`config.mk`:
```
export PLATFORM = sky130hd
export DESIGN_NAME = sdm_queue
export DESIGN_NICKNAME = d
export VERILOG_FILES = /design/src/sv/sdm_pkg.sv /design/src/sv/sdm_queue.sv
export SDC_FILE = /design/constraint.sdc
export NUM_CORES = 1
export LEC_CHECK = 0
export ABC_AREA = 1
export CAP_MARGIN = 20
export CORE_ASPECT_RATIO = 1.5
export CORE_UTILIZATION = 57
export DETAILED_ROUTE_END_ITERATION = 7
export DONT_BUFFER_PORTS = 1
export HOLD_SLACK_MARGIN = 0.1
export PLACE_DENSITY = 0.75
export RECOVER_POWER = 25
export SYNTH_ARGS = -nofsm -noshare
export SYNTH_HDL_FRONTEND = slang
export SYNTH_SLANG_ARGS = --single-unit
export TNS_END_PERCENT = 50
```
`constraint.sdc`:
```
create_clock -name clk -period 8.2 [get_ports clk]
set_clock_uncertainty 0.15 [all_clocks]
set_input_delay 1.64 -clock clk [delete_from_list [all_inputs] [get_ports clk]]
set_output_delay 1.64 -clock clk [all_outputs]
set_load 0.05 [all_outputs]
```
`src/sv/sdm_pkg.sv`:
```
// Shared types, constants and helper functions for the signed divider.
// No dependencies; used by every module of the block.
package sdm_pkg;

  localparam int unsigned DATA_W    = 64;
  localparam int unsigned HALF_W    = 32;
  localparam int unsigned IN_TDATA_W  = 136;
  localparam int unsigned OUT_TDATA_W = 136;
  localparam int unsigned QUEUE_DEPTH = 4;

  typedef enum logic [1:0] {
    MODE_32_32   = 2'd0,
    MODE_64_32   = 2'd1,
    MODE_64_64   = 2'd2,
    MODE_64_32_B = 2'd3
  } width_mode_t;

  localparam logic [DATA_W-1:0] Q_DZ32_NEG = 64'hFFFF_FFFF_0000_0001;
  localparam logic [DATA_W-1:0] Q_DZ32_POS = 64'h0000_0000_FFFF_FFFF;
  localparam logic [DATA_W-1:0] Q_DZ64_NEG = 64'h0000_0000_0000_0001;
  localparam logic [DATA_W-1:0] Q_DZ64_POS = 64'hFFFF_FFFF_FFFF_FFFF;

  // Classified operation handed from front to back
  typedef struct packed {
    logic [DATA_W-1:0] an;     // magnitude of dividend
    logic [DATA_W-1:0] ad;     // magnitude of divisor
    logic              qneg;
    logic              rneg;
    logic              dzm;    // divisor zero as the mode takes it
    logic              mode0;
    logic              dzf;    // full 64-bit divisor zero
  } item_t;

  // One step of the long-division pipeline
  typedef struct packed {
    logic [DATA_W-1:0] rem;
    logic [DATA_W-1:0] quo;    // dividend bits shift out, quotient bits in
    logic [DATA_W-1:0] ad;
    logic              qneg;
    logic              rneg;
    logic              dzm;
    logic              mode0;
    logic              dzf;
  } stage_t;

  function automatic logic [DATA_W-1:0] sext32(input logic [HALF_W-1:0] v);
    sext32 = {{HALF_W{v[HALF_W-1]}}, v};
  endfunction

  // One restoring-division bit step
  function automatic stage_t div_step(input stage_t s);
    logic [DATA_W-1:0] sh;
    logic              ge;
    stage_t            o;
    sh = {s.rem[DATA_W-2:0], s.quo[DATA_W-1]};
    ge = (sh >= s.ad);
    o = s;
    o.rem = ge ? (sh - s.ad) : sh;
    o.quo = {s.quo[DATA_W-2:0], ge};
    div_step = o;
  endfunction

endpackage

```
`src/sv/sdm_queue.sv`:
```
// Short register queue between front and back so each side stalls alone.
// Depends on sdm_pkg.
module sdm_queue #(
  parameter int unsigned DEPTH = sdm_pkg::QUEUE_DEPTH
) (
  input  logic           clk,
  input  logic           rst_n,
  input  logic           push_valid,
  output logic           push_ready,
  input  sdm_pkg::item_t push_item,
  output logic           pop_valid,
  input  logic           pop_ready,
  output sdm_pkg::item_t pop_item
);

  localparam int unsigned PTR_W = (DEPTH > 1) ? $clog2(DEPTH) : 1;
  localparam int unsigned CNT_W = $clog2(DEPTH + 1);
  localparam logic [PTR_W-1:0] LAST = PTR_W'(DEPTH - 1);

  sdm_pkg::item_t    mem_r [DEPTH];
  logic [PTR_W-1:0]  wp_r, wp_nxt, rp_r, rp_nxt;
  logic [CNT_W-1:0]  cnt_r, cnt_nxt;
  logic              push, pop;

  assign push_ready = (cnt_r != CNT_W'(DEPTH));
  assign pop_valid  = (cnt_r != '0);
  assign push       = push_valid && push_ready;
  assign pop        = pop_valid && pop_ready;
  assign pop_item   = mem_r[rp_r];

  always_comb begin
    wp_nxt  = push ? ((wp_r == LAST) ? '0 : wp_r + 1'b1) : wp_r;
    rp_nxt  = pop  ? ((rp_r == LAST) ? '0 : rp_r + 1'b1) : rp_r;
    cnt_nxt = cnt_r + CNT_W'(push) - CNT_W'(pop);
  end

  always_ff @(posedge clk) begin
    if (!rst_n) begin
      wp_r  <= '0;
      rp_r  <= '0;
      cnt_r <= '0;
    end else begin
      wp_r  <= wp_nxt;
      rp_r  <= rp_nxt;
      cnt_r <= cnt_nxt;
    end
  end

  always_ff @(posedge clk) begin
    if (push) begin
      mem_r[wp_r] <= push_item;
    end
  end

endmodule

```
==> results.yml <==
status:
  status: "completed"
detailed_routing:
  drt_first_iter_violations: 835
  vias: 11120
  viasPerCell: 5.974
  drt-pass1-iter-count: 5
  drtAntennaViolNets: 0
  drt_drc_violations_left: 0
  drt-wirelength-per-cell_um: 21.58
  routed_wl_um: 40160
worst_setup_path:
  crit_arrival_ns: 3.80
  cp-end-kind: "output pin"
  path_cells: "buf_4, o21ai_0, o22ai_1"
  cp_num_buf_inv: 1
  cpPeakStageDelay_ns: 0.98
  start_kind: "register"
  critPathRequiredTime_ns: 6.41
  crit_fanout: 110
  crit_type: "reg2out"
  crit_family: "compound AO/OA/AOI/OAI gates"
  cpMaxStageDelayCell: "dfxtp_4"
worst_hold_path:
  hold_class: "reg2reg"
yosys:
  postSynth.asyncResetShare_pct: 0
  synth_area_leaders: "edfxtp_1 79%, nor2_1 5.1%, o22ai_1 4.1%"
  synth.avg_cell_area_um2: 14.94
  synth.distinct_cells: 20
  ys.flop_type: "edfxtp_1"
  synth_top_area_share_pct: 79.02
  synth_cells: 1353
  yosysWarningCount: 0
  synth.most_common_cell: "edfxtp_1"
  synth_enable_flop_cells: 532
  yosysTopAreaCell: "edfxtp_1"
  ys_seq_area_share_pct: 79.91
  synth-seq-cells: 541
  synthesis.nets: 1498
  syn_area_um2: 20220
  synth_commonest_cells: "532 x edfxtp_1, 277 x nor2_1, 150 x o21ai_0"
clocking:
  cts_resized: 0
  hold_buffers: 0
  insertion_delay_ns: 0.55
  cts.sinks: 541
  cts_htree_levels: 2
  cts.clk_slew.worst_paths_ns: 0.06
  clock_path_buffers: 3
  cts_root_buffer: "clkbuf_16"
  cts_tree: "built"
  cts_buffers: 46
  post_cts_buffers: 0
grt:
  grt_max_degree: 111
  grt_use_total_pct: 21.76
  antenna_found_initial: 0
  grt_pass1_wl_um: 59070
  grt_pass1_vias: 10760
  grt_overflow: 0
finish:
  n_antenna_cell: 0
  area_delta_synth_final_pct: 9.048
  final_area_um2: 22050
  num-nets-final: 1497
  fill_cells: 2399
  drive_gt1_share_pct: 7.997
power_and_ir_drop:
  power_density_nw_per_um2: 380.2
  p_leak_uw: 0.007107
  total_power_uw: 8383
  ir_drop_mv: 0.2601
sta:
  rsz0062_at_grt: "false"
  whs_ns: 0.3844
  max_freq_mhz: 178.9
  worstMarginPinSlew_ns: 1.214
  maxSlewViolCount: 0
  final.period_utilization_pct: 68.17
  setup_tns_ns: 0
  period_needed_ns: 5.590
  hold_violations: 0
  max_slew_margin_pct: 20.28
  setup_violations: 0
floorplanning:
  die_area_um2: 36240
  fp-row-count: 84
  ioPinCount: 272
  fp.dieW_um: 155.8
  die_h_um: 232.7
  core_area_um2: 35000
  start_util_pct: 57.76
placed_design:
  hpwl_um: 21820
  dpl_cell_area_um2: 20520
  io_buffers: 0
  gp_congestion: 0.7535
flow_run:
  maxCapViolCount: 0
## cells by family (layout without fill, tap and decap cells)
kind of cell	Yosys count	in the layout	synth area share (%)
adders and majority gates	8	8	0.5322
AOI/OAI and AO/OA	406	406	10.90
buffers and inverters	104	139	3.175
DFF	541	541	79.91
and+or+nand+nor	294	294	5.483
## layer usage
layer | up-vias | track usage (%) | share of wire [%]
met1 | 5593 | 24.84 | 36
met5 | - | 0 | 0
met4 | 0 | 7.935 | 2.9
met3 | 76 | 7.003 | 8.5
met2 | 348 | 38.09 | 52
li1 | 5100 | - | -
## sequential cells by signal, indices dropped and copies added, names as in the netlist, named ones only
register,flops
mem_r,532
cnt_r,3
rp_r,2
wp_r,2
## cells in the final DEF (no fill, tap or decap)
master      count
clkbuf_8        2
nand3_1         4
bufinv_16       3
dfxtp_1         7
nand2_1        13
o22ai_1       133
inv_1          16
a21oi_1         4
o21ai_1       117
nor2_1        273
ha_1            7
nor2_4          4
inv_8           1
clkinvlp_4      6
dfxtp_4         2
edfxtp_1      532
clkinv_2        6
clkbuf_1       11
buf_4          37
inv_4           1
a21boi_0        2
clkbuf_16      49
fa_1            1
clkinv_1        7
o21ai_0       150
## layout make-up
class / count / area [um2] / area share [%]
sequential: 541 / 16160 / 73.31
multi-input combinational: 708 / 3450 / 15.65
clock buffer: 62 / 1295 / 5.874
tap: 473 / 591.8 / 2.684
timing repair buffer: 37 / 277.8 / 1.260
clock inverter: 22 / 191.4 / 0.8683
inverter: 18 / 77.57 / 0.3519
## where the power goes
group          switching (uW)  internal [uW]  total (uW)
sequential                141           3380        3520
combinational            2310            429        2740
clock                     916           1200        2120
## worst paths after layout
path            start             to  slack [ns]  depth (start not counted)
max          register  pop_item[116]        2.61                          3
min           rp_r[0]       register        0.38                          2
max reg2reg  cnt_r[1]   mem_r[1][77]        5.22                          5
min reg2reg   rp_r[0]       register        0.38                          2
## stage by stage
step / std cells / setup WS, ns / util [%]
floorplan: 1353 / 0.1009 / -
global placement: 1761 / 3.167 / 58.40
detailed placement: 1772 / 3.169 / 58.64
CTS: 1856 / 2.570 / 62.88
global route: 1861 / 2.335 / 62.99
finish: 1861 / 2.610 / 62.99
## worst reg2reg max path, stage by stage (launching register included)
cell	delay, ns
dfxtp_1	0.40
nor2_1	0.10
nand2_1	0.46
nand2_1	0.42
nor2_4	0.19
buf_4	0.78
(Power assumes the default switching activity.)
