$ cat src/sv/sdm_pkg.sv
// Shared types, constants and helper functions for the signed divider.
// No dependencies; used by every module of the block.
package sdm_pkg;

  localparam int unsigned DATA_W    = 64;
  localparam int unsigned HALF_W    = 32;
  localparam int unsigned IN_TDATA_W  = 136;
  localparam int unsigned OUT_TDATA_W = 136;
  localparam int unsigned QUEUE_DEPTH = 4;

  typedef enum logic [1:0] {
    MODE_32_32   = 2'd0,
    MODE_64_32   = 2'd1,
    MODE_64_64   = 2'd2,
    MODE_64_32_B = 2'd3
  } width_mode_t;

  localparam logic [DATA_W-1:0] Q_DZ32_NEG = 64'hFFFF_FFFF_0000_0001;
  localparam logic [DATA_W-1:0] Q_DZ32_POS = 64'h0000_0000_FFFF_FFFF;
  localparam logic [DATA_W-1:0] Q_DZ64_NEG = 64'h0000_0000_0000_0001;
  localparam logic [DATA_W-1:0] Q_DZ64_POS = 64'hFFFF_FFFF_FFFF_FFFF;

  // Classified operation handed from front to back
  typedef struct packed {
    logic [DATA_W-1:0] an;     // magnitude of dividend
    logic [DATA_W-1:0] ad;     // magnitude of divisor
    logic              qneg;
    logic              rneg;
    logic              dzm;    // divisor zero as the mode takes it
    logic              mode0;
    logic              dzf;    // full 64-bit divisor zero
  } item_t;

  // One step of the long-division pipeline
  typedef struct packed {
    logic [DATA_W-1:0] rem;
    logic [DATA_W-1:0] quo;    // dividend bits shift out, quotient bits in
    logic [DATA_W-1:0] ad;
    logic              qneg;
    logic              rneg;
    logic              dzm;
    logic              mode0;
    logic              dzf;
  } stage_t;

  function automatic logic [DATA_W-1:0] sext32(input logic [HALF_W-1:0] v);
    sext32 = {{HALF_W{v[HALF_W-1]}}, v};
  endfunction

  // One restoring-division bit step
  function automatic stage_t div_step(input stage_t s);
    logic [DATA_W-1:0] sh;
    logic              ge;
    stage_t            o;
    sh = {s.rem[DATA_W-2:0], s.quo[DATA_W-1]};
    ge = (sh >= s.ad);
    o = s;
    o.rem = ge ? (sh - s.ad) : sh;
    o.quo = {s.quo[DATA_W-2:0], ge};
    div_step = o;
  endfunction

endpackage

$ cat src/sv/sdm_front.sv
// Front end: accept operand transfers, select operand widths, take magnitudes.
// Depends on sdm_pkg.
module sdm_front (
  input  logic                           clk,
  input  logic                           rst_n,
  input  logic                           in_valid,
  output logic                           in_ready,
  input  logic [1:0]                     width_mode,
  input  logic [sdm_pkg::DATA_W-1:0]     dividend,
  input  logic [sdm_pkg::DATA_W-1:0]     divisor,
  output logic                           item_valid,
  input  logic                           item_ready,
  output sdm_pkg::item_t                 item
);

  logic              valid_r, valid_nxt;
  sdm_pkg::item_t    item_r, item_nxt;
  logic [sdm_pkg::DATA_W-1:0] n, d;
  logic              take;

  assign in_ready = !valid_r || item_ready;
  assign take     = in_valid && in_ready;

  always_comb begin
    n = (width_mode == sdm_pkg::MODE_32_32) ? sdm_pkg::sext32(dividend[sdm_pkg::HALF_W-1:0])
                                            : dividend;
    d = (width_mode == sdm_pkg::MODE_64_64) ? divisor
                                            : sdm_pkg::sext32(divisor[sdm_pkg::HALF_W-1:0]);
    item_nxt.an    = n[sdm_pkg::DATA_W-1] ? (~n + 1'b1) : n;
    item_nxt.ad    = d[sdm_pkg::DATA_W-1] ? (~d + 1'b1) : d;
    item_nxt.qneg  = n[sdm_pkg::DATA_W-1] ^ d[sdm_pkg::DATA_W-1];
    item_nxt.rneg  = n[sdm_pkg::DATA_W-1];
    item_nxt.dzm   = (d == '0);
    item_nxt.mode0 = (width_mode == sdm_pkg::MODE_32_32);
    item_nxt.dzf   = (divisor == '0);
    valid_nxt = take || (valid_r && !item_ready);
  end

  always_ff @(posedge clk) begin
    if (!rst_n) begin
      valid_r <= 1'b0;
    end else begin
      valid_r <= valid_nxt;
    end
  end

  always_ff @(posedge clk) begin
    if (take) begin
      item_r <= item_nxt;
    end
  end

  assign item_valid = valid_r;
  assign item       = item_r;

endmodule

$ cat config.mk
export PLATFORM = sky130hd
export DESIGN_NAME = sdm_front
export DESIGN_NICKNAME = d
export VERILOG_FILES = /design/src/sv/sdm_pkg.sv /design/src/sv/sdm_front.sv
export SDC_FILE = /design/constraint.sdc
export NUM_CORES = 1
export LEC_CHECK = 0
export ABC_CLOCK_PERIOD_IN_PS = 4700
export BUFFER_PORTS_ARGS = -buffer_cell sky130_fd_sc_hd__clkbuf_2
export CAP_MARGIN = 20
export CORE_UTILIZATION = 40
export CTS_CLUSTER_DIAMETER = 50
export DETAILED_ROUTE_END_ITERATION = 16
export GPL_ROUTABILITY_DRIVEN = 0
export GPL_TIMING_DRIVEN = 0
export PLACE_DENSITY_LB_ADDON = 0.2
export RECOVER_POWER = 50
export SLEW_MARGIN = 40
export SYNTH_ARGS = -nofsm -noshare
export SYNTH_HDL_FRONTEND = slang
export SYNTH_SLANG_ARGS = --single-unit
$ cat constraint.sdc
create_clock -name clk -period 4.7 [get_ports clk]
set_clock_uncertainty 0.2 [all_clocks]
set_input_delay 0.235 -clock clk [delete_from_list [all_inputs] [get_ports clk]]
set_output_delay 0.235 -clock clk [all_outputs]
set_load 0.05 [all_outputs]
==> flow_summary.yaml <==
clock_tree:
  cts_tree: "built"
  htree_levels: 4
  post_cts_buffers: 0
  root_buffer: "clkbuf_16"
  clock_sinks: 134
  numCtsBuffers: 17
  clk_latency_ns: 0.42
  clk_pin_slew_worst_paths_ns: 0.06
  clockBufferDepth: 2
synthesis:
  yosys.area.top_type: "edfxtp_1"
  syn-instance-count: 741
  ys_ff_latch: 134
  yosys_warnings: 0
  synth_area_leaders: "edfxtp_1, xor2_1, nor2_1"
  ys_seq_area_frac: 0.512
  synth_top_area_share: 0.510
  synth_fp_nets: 877
  syn_area_um2: 7830
  synthFlopType: "edfxtp_1"
  synth-edff-count: 133
  synth_cell_types: 59
  avgSynthCellArea_um2: 10.6
  async_flop_share: 0
sta:
  finalSetupViolCount: 0
  drv_slew: 59
  finalCriticalPeriod_ns: 3.74
  final.setup.tns_ns: 0
  worst_slack_ns: 0.962
  hold_viol: 0
  rsz0062_at_grt: "false"
  fmaxAchievable_mhz: 268
  finalCritPeriodShare: 0.795
  max_slew_margin: -0.223
  worstMarginPinSlew_ns: 1.84
layout:
  antenna-diode-count: 0
  area_growth_pct: 38.7
  drive_above_1_share: 0.178
  layout.nets: 1255
critical_path:
  crit_family: "buffers and inverters"
  worst_setup_path_start_kind: "flop"
  path_buf_inv: 1
  slowest_delay_ns: 1.40
  crit_chain: "nand2b_1 > and2_0 > clkbuf_1"
  worst_setup_path_end_kind: "flop"
  crit_path_max_fanout: 33
  crit_required_ns: 4.51
  worst_path_max_delay_cell: "clkbuf_1"
  cp.arrival_ns: 3.55
  crit_type: "reg2reg"
place:
  portBuffers: 268
  post-place-ws_ns: 1.49
  post-dp-hpwl_um: 17500
detailed_routing:
  drcViolationCount: 0
  ant_nets: 0
  vias: 7440
  drt_iter0_drc: 522
  vias_per_cell: 5.34
  wl_um: 24200
  wl_per_cell_um: 17.4
  firstDrtPassIters: 5
pwr:
  p_sw_frac: 0.329
  vdd_drop_max_mv: 0.254
  internal-power_w: 0.00254
  leakage_nw: 3.95
  p_per_area_nw_per_um2: 349
  power_switching_w: 0.00124
  p_seq_frac: 0.390
  clkPwrFrac: 0.365
  p_comb_frac: 0.244
floorplanning:
  initial_core_util: 0.413
  rows: 50
  core_area_um2: 19000
  num_io_pins: 269
  die_w_um: 142
  fp.dieH_um: 142
  die_area_um2: 20100
hold_path:
  min_path_type: "in2reg"
global_route:
  grt_overflow: 0
  grt_pass1_vias: 7166
  grt_max_degree: 43
  antenna_found_initial: 0
  grt_pass1_wl_um: 37300
  grtUsageTotal: 0.239
status:
  violations: "max-capacitance violations, max-slew violations"
  status: "finished, violations left"
job:
  drv_cap: 2
==> cell usage in the layout, fill, tap and decap left out, drive strengths merged, types with 6 or more instances in the layout <==
cell type    Yosys  routed
a21oi           38      38
a31oi            8       8
and2             6       6
buf              8      10
clkbuf          25     312
clkinv           0       6
dlygate4sd3      0      88
edfxtp         133     133
inv             12      16
nand2           39      39
nand2b           8       8
nand4            9       9
nor2           104     104
nor3            29      29
nor4            19      19
o21ai           41      41
o31ai           28      28
o41ai           20      20
or2             14      14
or3             15      15
or4             16      16
xnor2           37      37
xor2            81      81
==> per-stage QoR <==
step | util | area [um2] | instances | total power (W) | hold WS, ns
floorplan | - | 7830 | 741 | 0.00212 | 0.134
global placement | 0.501 | 9500 | 1269 | 0.00238 | 0.265
detailed placement | 0.505 | 9570 | 1272 | 0.00239 | 0.264
CTS | 0.583 | 11100 | 1392 | 0.00383 | 0.00225
global route | 0.573 | 10900 | 1392 | 0.00393 | 0.0170
finish | 0.573 | 10900 | 1392 | 0.00379 | 0.0149
==> repair_timing <==
item | in CTS | in global routing
hold buffers | 88 | 0
endpoints found under the hold margin | 87 | 0
gates resized for setup | 0 | 0
setup endpoints to repair | 0 | 0
==> path summary, 6_finish.rpt <==
| kind | slack [ns] | cells after the start | to | start |
|---|---|---|---|---|
| max reg2reg | 0.96 | 3 | item[54] | item_valid |
| min | 0.01 | 3 | item[117] | dividend[48] |
| max | 0.96 | 3 | item[54] | item_valid |
| min reg2reg | 0.92 | 3 | item_valid | item_valid |
==> area by class of cell <==
cell class | instances | area (um2)
tap | 260 | 325
clock buffer | 18 | 429
clock inverter | 14 | 173
inverter | 12 | 45.0
timing repair buffer | 359 | 2090
buffer | 33 | 148
multi-input combinational | 562 | 3630
fill | 1699 | 8090
sequential | 134 | 4010
==> kinds of logic after synthesis <==
| kind of cell | share of synthesized area |
|---|---|
| AND/OR/NAND/NOR | 0.194 |
| AO/OA/AOI/OAI | 0.128 |
| flip-flops | 0.512 |
| XOR/XNOR | 0.132 |
| buffers and inverters | 0.0246 |
| multiplexers | 0.00511 |
| adder cells (fa/ha/maj) | 0.00319 |
==> power groups by stage <==
stage	registers (W)	clock network [W]	logic, W
CTS	0.00148	0.00141	0.000949
finish	0.00148	0.00138	0.000925
floorplan	0.00186	0	0.000257
global route	0.00149	0.00146	0.000981
detailed placement	0.00150	0	0.000888
global placement	0.00151	0	0.000873
==> metal layers <==
metal | GRT usage | part of all wire | up-vias
met4 | 0.0979 | 0.024 | 0
met3 | 0.0545 | 0.072 | 49
met1 | 0.292 | 0.42 | 3479
met5 | 0 | 0 | -
met2 | 0.408 | 0.48 | 372
li1 | - | - | 3540
==> flip-flops by register name (all words and copies together) (netlist names) <==
register    flops
item          133
item_valid      1
==> cell usage after synthesis, types with 3 or more instances <==
library cell    n
a21oi_1        38
nor2b_1         3
nand4_1         7
buf_2           4
or2_2          14
or4_4           3
or4_1          13
nor3_1         29
and2_1          5
o31ai_1        28
a31oi_1         8
o41ai_2         3
nand2b_1        8
inv_1          12
o41ai_1        17
nand3_1         5
nand3b_1        3
mux2i_1         4
nand2_1        39
or3_1          15
o21ai_0        40
xor2_1         81
xnor2_1        37
nor2_1        104
edfxtp_1      133
clkbuf_1       25
nor4_1         18
nor3b_1         4
==> tightest hold or removal path, cell delays in order <==
cell	delay, ns
clkbuf_2	0.11
xor2_1	0.07
nor2_1	0.10
Note: power is estimated with default switching activity, not from simulation.
